===== src/ipava_pkg.sv =====
// shared types and codes for the isotonic regression block
// no dependencies; imported by every other file of the block
package ipava_pkg;

  localparam int unsigned ValueWidth  = 32;
  localparam int unsigned WeightWidth = 16;
  localparam int unsigned IndexWidth  = 10;

  typedef enum logic [1:0] {
    CMD_PUSH  = 2'd0,
    CMD_READ  = 2'd1,
    CMD_CLEAR = 2'd2,
    CMD_NOP   = 2'd3
  } op_t;

  typedef enum logic [1:0] {
    ST_OK    = 2'd0,
    ST_FULL  = 2'd1,
    ST_RANGE = 2'd2
  } status_t;

  typedef enum logic [1:0] {
    SRC_ZERO  = 2'd0,
    SRC_LEVEL = 2'd1,
    SRC_RDATA = 2'd2
  } out_src_t;

  typedef enum logic [2:0] {
    S_IDLE,
    S_DECODE,
    S_PDIV,
    S_FETCH,
    S_TEST,
    S_SWEEP,
    S_RDATA,
    S_RESP
  } state_t;

  typedef struct packed {
    logic     load;
    logic     push_init;
    logic     take_lvl;
    logic     fetch;
    logic     pool;
    logic     sweep;
    logic     commit;
    logic     clear;
    logic     rd_issue;
    logic     out_ld;
    out_src_t out_src;
    status_t  out_status;
  } ctrl_cmd_t;

  typedef struct packed {
    logic div_done;
    logic j_zero;
    logic viol;
    logic j_at_i;
    logic full;
    logic idx_ok;
    op_t  op;
  } ctrl_stat_t;

endpackage


===== src/ipava_ctrl.sv =====
// controller state machine: sequences push, pooling, sweep, read and clear
// depends on ipava_pkg
module ipava_ctrl
  import ipava_pkg::*;
(
  input  logic       clk,
  input  logic       rst_n,
  input  logic       in_fire,
  input  logic       out_fire,
  input  ctrl_stat_t stat,
  output ctrl_cmd_t  cmd,
  output logic       in_ready,
  output logic       out_valid
);

  state_t state_r, state_nxt;

  always_ff @(posedge clk) begin
    if (!rst_n) state_r <= S_IDLE;
    else        state_r <= state_nxt;
  end

  always_comb begin
    state_nxt = state_r;
    unique case (state_r)
      S_IDLE:   if (in_fire) state_nxt = S_DECODE;
      S_DECODE: begin
        unique case (stat.op)
          CMD_PUSH: state_nxt = stat.full ? S_RESP : S_PDIV;
          CMD_READ: state_nxt = stat.idx_ok ? S_RDATA : S_RESP;
          default:  state_nxt = S_RESP;
        endcase
      end
      S_PDIV:   if (stat.div_done) state_nxt = stat.j_zero ? S_SWEEP : S_FETCH;
      S_FETCH:  state_nxt = S_TEST;
      S_TEST:   state_nxt = stat.viol ? S_PDIV : S_SWEEP;
      S_SWEEP:  if (stat.j_at_i) state_nxt = S_RESP;
      S_RDATA:  state_nxt = S_RESP;
      S_RESP:   if (out_fire) state_nxt = S_IDLE;
      default:  state_nxt = S_IDLE;
    endcase
  end

  always_comb begin
    cmd            = '0;
    cmd.out_src    = SRC_ZERO;
    cmd.out_status = ST_OK;
    in_ready       = 1'b0;
    out_valid      = 1'b0;
    unique case (state_r)
      S_IDLE: begin
        in_ready = 1'b1;
        cmd.load = in_fire;
      end
      S_DECODE: begin
        unique case (stat.op)
          CMD_PUSH: begin
            if (stat.full) begin
              cmd.out_ld     = 1'b1;
              cmd.out_status = ST_FULL;
            end else begin
              cmd.push_init = 1'b1;
            end
          end
          CMD_READ: begin
            if (stat.idx_ok) begin
              cmd.rd_issue = 1'b1;
            end else begin
              cmd.out_ld     = 1'b1;
              cmd.out_status = ST_RANGE;
            end
          end
          CMD_CLEAR: begin
            cmd.clear  = 1'b1;
            cmd.out_ld = 1'b1;
          end
          default: cmd.out_ld = 1'b1;
        endcase
      end
      S_PDIV:  cmd.take_lvl = stat.div_done;
      S_FETCH: cmd.fetch = 1'b1;
      S_TEST:  cmd.pool = stat.viol;
      S_SWEEP: begin
        cmd.sweep = 1'b1;
        if (stat.j_at_i) begin
          cmd.commit  = 1'b1;
          cmd.out_ld  = 1'b1;
          cmd.out_src = SRC_LEVEL;
        end
      end
      S_RDATA: begin
        cmd.out_ld  = 1'b1;
        cmd.out_src = SRC_RDATA;
      end
      S_RESP:  out_valid = 1'b1;
      default: ;
    endcase
  end

endmodule


===== config.mk =====
export PLATFORM = sky130hd
export DESIGN_NAME = ipava_ctrl
export DESIGN_NICKNAME = d
export VERILOG_FILES = /design/src/ipava_pkg.sv /design/src/ipava_ctrl.sv
export SDC_FILE = /design/constraint.sdc
export NUM_CORES = 1
export LEC_CHECK = 0
export ABC_AREA = 0
export BUFFER_PORTS_ARGS = -buffer_cell sky130_fd_sc_hd__buf_4
export CORE_MARGIN = 3
export CORE_UTILIZATION = 25
export CTS_CLUSTER_DIAMETER = 80
export DETAILED_ROUTE_END_ITERATION = 10
export SLEW_MARGIN = 20
export SYNTH_ARGS = -nofsm -noshare
export SYNTH_HDL_FRONTEND = slang
export SYNTH_SLANG_ARGS = --single-unit

===== constraint.sdc =====
create_clock -name clk -period 1.5 [get_ports clk]
set_input_delay 0.15 -clock clk [delete_from_list [all_inputs] [get_ports clk]]
set_output_delay 0.15 -clock clk [all_outputs]
set_load 0.01 [all_outputs]

==> flow_summary_export.csv <==
group,metric,value,unit
run_status,status,"completed",
final_layout,num-fill-cells,157,
synth,synthMuxAreaShare,0.0232,
synth,synthesis.instances,54,
clocking,clkLatencyLatePin,0.24,ns
sta,slew_viol_final,0,
floorplan,dieHeight,47.6,microns
detailed_routing,drtIter0Drc,5,
synth,yosysTopAreaCellShare,0.139,
detailed_routing,wl,1410,microns
final_layout,areaGrowthSynthToFinish,85.5,%
global_routing,grt_pass1_vias,506,
run,max_cap_violations,0,
synth,synth-xor-area-share,0,
synth,syn_nets,66,
sta,hold_viol_final,0,
synth,synth_edf_count,0,
final_layout,regMostFlops,"state_r",
synth,synth_warnings,0,
sta,finalSetupViolCount,0,
global_routing,grtUsageTotal,0.132,
setup_path,cp_max_fo,3,
final_layout,reg_top3,"state_r (3)",
floorplan,die_area,2260,sq um
clocking,cts_sinks,3,
sta,rsz0062_at_grt,"true",
detailed_routing,num_vias,561,
final_layout,final_cell_mix,"40 x buf_4, 5 x nand2_1",
setup_path,start_kind,"register",
synth,synth_seq_cells,3,
global_routing,gr-total-overflow,0,
floorplan,placeableCoreArea,1560,sq um
final_layout,layout-drive-gt1-share,0.635,
place,hpwl,1080,microns
synth,async_flop_share,0,
power_and_ir_drop,leakage,0.388,nW
synth,synthAdderAreaFrac,0,
final_layout,multi_input_area,357,sq um
place,dpl_cell_area,703,sq um
sta,holdWs,0.169,ns
final_layout,seqCellArea,71.3,sq um
clocking,cts_buffers,3,
global_routing,grt_max_degree,12,
sta,skew,0.00425,ns
detailed_routing,first_pass_iters,2,
synth,ys_seq_area_frac,0.139,
final_layout,diodes,0,
sta,relSlewSlack,0.839,
clocking,clk_pin_slew,0.04,ns
place,gp_congestion,0.748,
synth,synthTopCellsByArea,"dfxtp_1 14%, nor4b_2 7.0%, nor3_1 5.8%",
clocking,cts_tree,"done",
synth,synth_top_family_by_area,"simple AND/OR/NAND/NOR gates",
final_layout,fin_nets,109,
place,io_buffers,27,
power_and_ir_drop,power.ir.vdd_worst,0.816,mV
final_layout,largest_register_ffs,3,
synth,ys.flop_type,"dfxtp_1",
clocking,cts_max_level,1,
sta,max_slew.worst_pin.slew,0.238,ns
hold_path,min_path_type,"primary input to register",
power_and_ir_drop,p_per_area,1680,nW/um^2
final_layout,fin_area,801,sq um
floorplan,start_util,0.277,
global_routing,grt_pass1_wl,2130,microns
floorplan,io-pin-count,28,
detailed_routing,drc,0,
setup_path,critPathArrivalTime,1.35,ns
clocking,root_buffer,"clkbuf_4",
setup_path,critPathKind,"register to primary output",
synth,synthSimpleGateAreaFrac,0.499,
detailed_routing,avgRoutedWirePerCell,12.6,microns
floorplan,rows,14,
synth,syn-cell-area,432,sq um
global_routing,antenna_found_initial,0,
clocking,cts_max_path_buffers,2,
detailed_routing,vias_per_cell,5.01,
sta,fin_crit_sh,0.998,
detailed_routing,ant_nets,0,
synth,synth_compound_area_frac,0.243,
floorplan,die_x,47.6,microns
final_layout,layout_commonest_cell,"buf_4",
setup_path,required,1.35,ns
sta,min_period,1.50,ns
synth,syn_avg_cell_area,7.99,sq um
synth,ys_types,32,
synth,synth_top_area_cell,"dfxtp_1",
setup_path,cp-end-kind,"primary output",
sta,max_clock_freq,0.668,GHz
[path summary, 6_finish.rpt]
check	slack (ns)	depth (start not counted)	start	endpoint
setup / recovery	0.003	4	state_r[1]	cmd[0]
hold / removal	0.17	2	rst_n	state_r[1]
setup reg to reg	0.11	5	state_r[2]	state_r[0]
hold reg to reg	0.68	3	state_r[2]	state_r[2]
[report_power, final]
| group | internal [mW] | switching, mW | leakage, nW |
|---|---|---|---|
| clock | 0.100 | 0.0465 | 0.0150 |
| combinational | 0.541 | 0.432 | 0.346 |
| sequential | 0.142 | 0.0886 | 0.0267 |
| total | 0.783 | 0.567 | 0.388 |
[timing repair]
item | in CTS | in global routing
hold buffers | 0 | 0
pin swaps | 1 | 1
endpoints found under the setup margin | 9 | 4
setup buffers | 2 | 2
resized for setup | 9 | 3
[routing by layer]
layer | vias up | track usage | share of wire | routed length (microns)
met4 | 0 | 0.0806 | 0.0099 | 14
li1 | 285 | - | - | -
met1 | 262 | 0.150 | 0.43 | 607
met2 | 12 | 0.225 | 0.51 | 717
met5 | - | 0 | 0 | 0
met3 | 2 | 0.0263 | 0.050 | 70
[critical path, stage by stage, from the launching register on]
cell and delay (ns):
dfxtp_4 0.34, nand2b_4 0.13, or3_4 0.33, nor3b_2 0.16, buf_4 0.14
[stage by stage]
stage	cells	TNS (ns)	setup WS, ns	util	total power, mW
after floorplan	54	0	0.132	-	0.695
after global placement	104	0	0.0362	0.451	1.05
after detailed placement	104	0	0.0274	0.451	1.05
after CTS	110	-0.0190	-0.0107	0.494	1.28
after global routing	112	-0.0504	-0.0345	0.514	1.45
final	112	0	0.00251	0.514	1.35
[cells by family after synthesis]
group	Yosys count
and+or+nand+nor	31
muxes	1
DFF	3
buffers and inverters	7
AOI/OAI and AO/OA	12
[synthesized netlist by cell type (2+ instances only)]
library cell  count
nand2_1           5
nor3_1            5
dfxtp_1           3
inv_1             3
nor2_1            3
a211oi_1          2
a21oi_1           2
and3_1            2
buf_4             2
nor2b_1           2
nor3b_2           2
nor4b_2           2
or2_1             2
[cell type report]
cell class              count  area share
repair buffers             41       0.389
flip-flops and latches      3      0.0891
inverters                   4      0.0188
clock buffers               4      0.0328
multi-input cells          44       0.445
well taps                  16      0.0250
(Power assumes the default switching activity.)
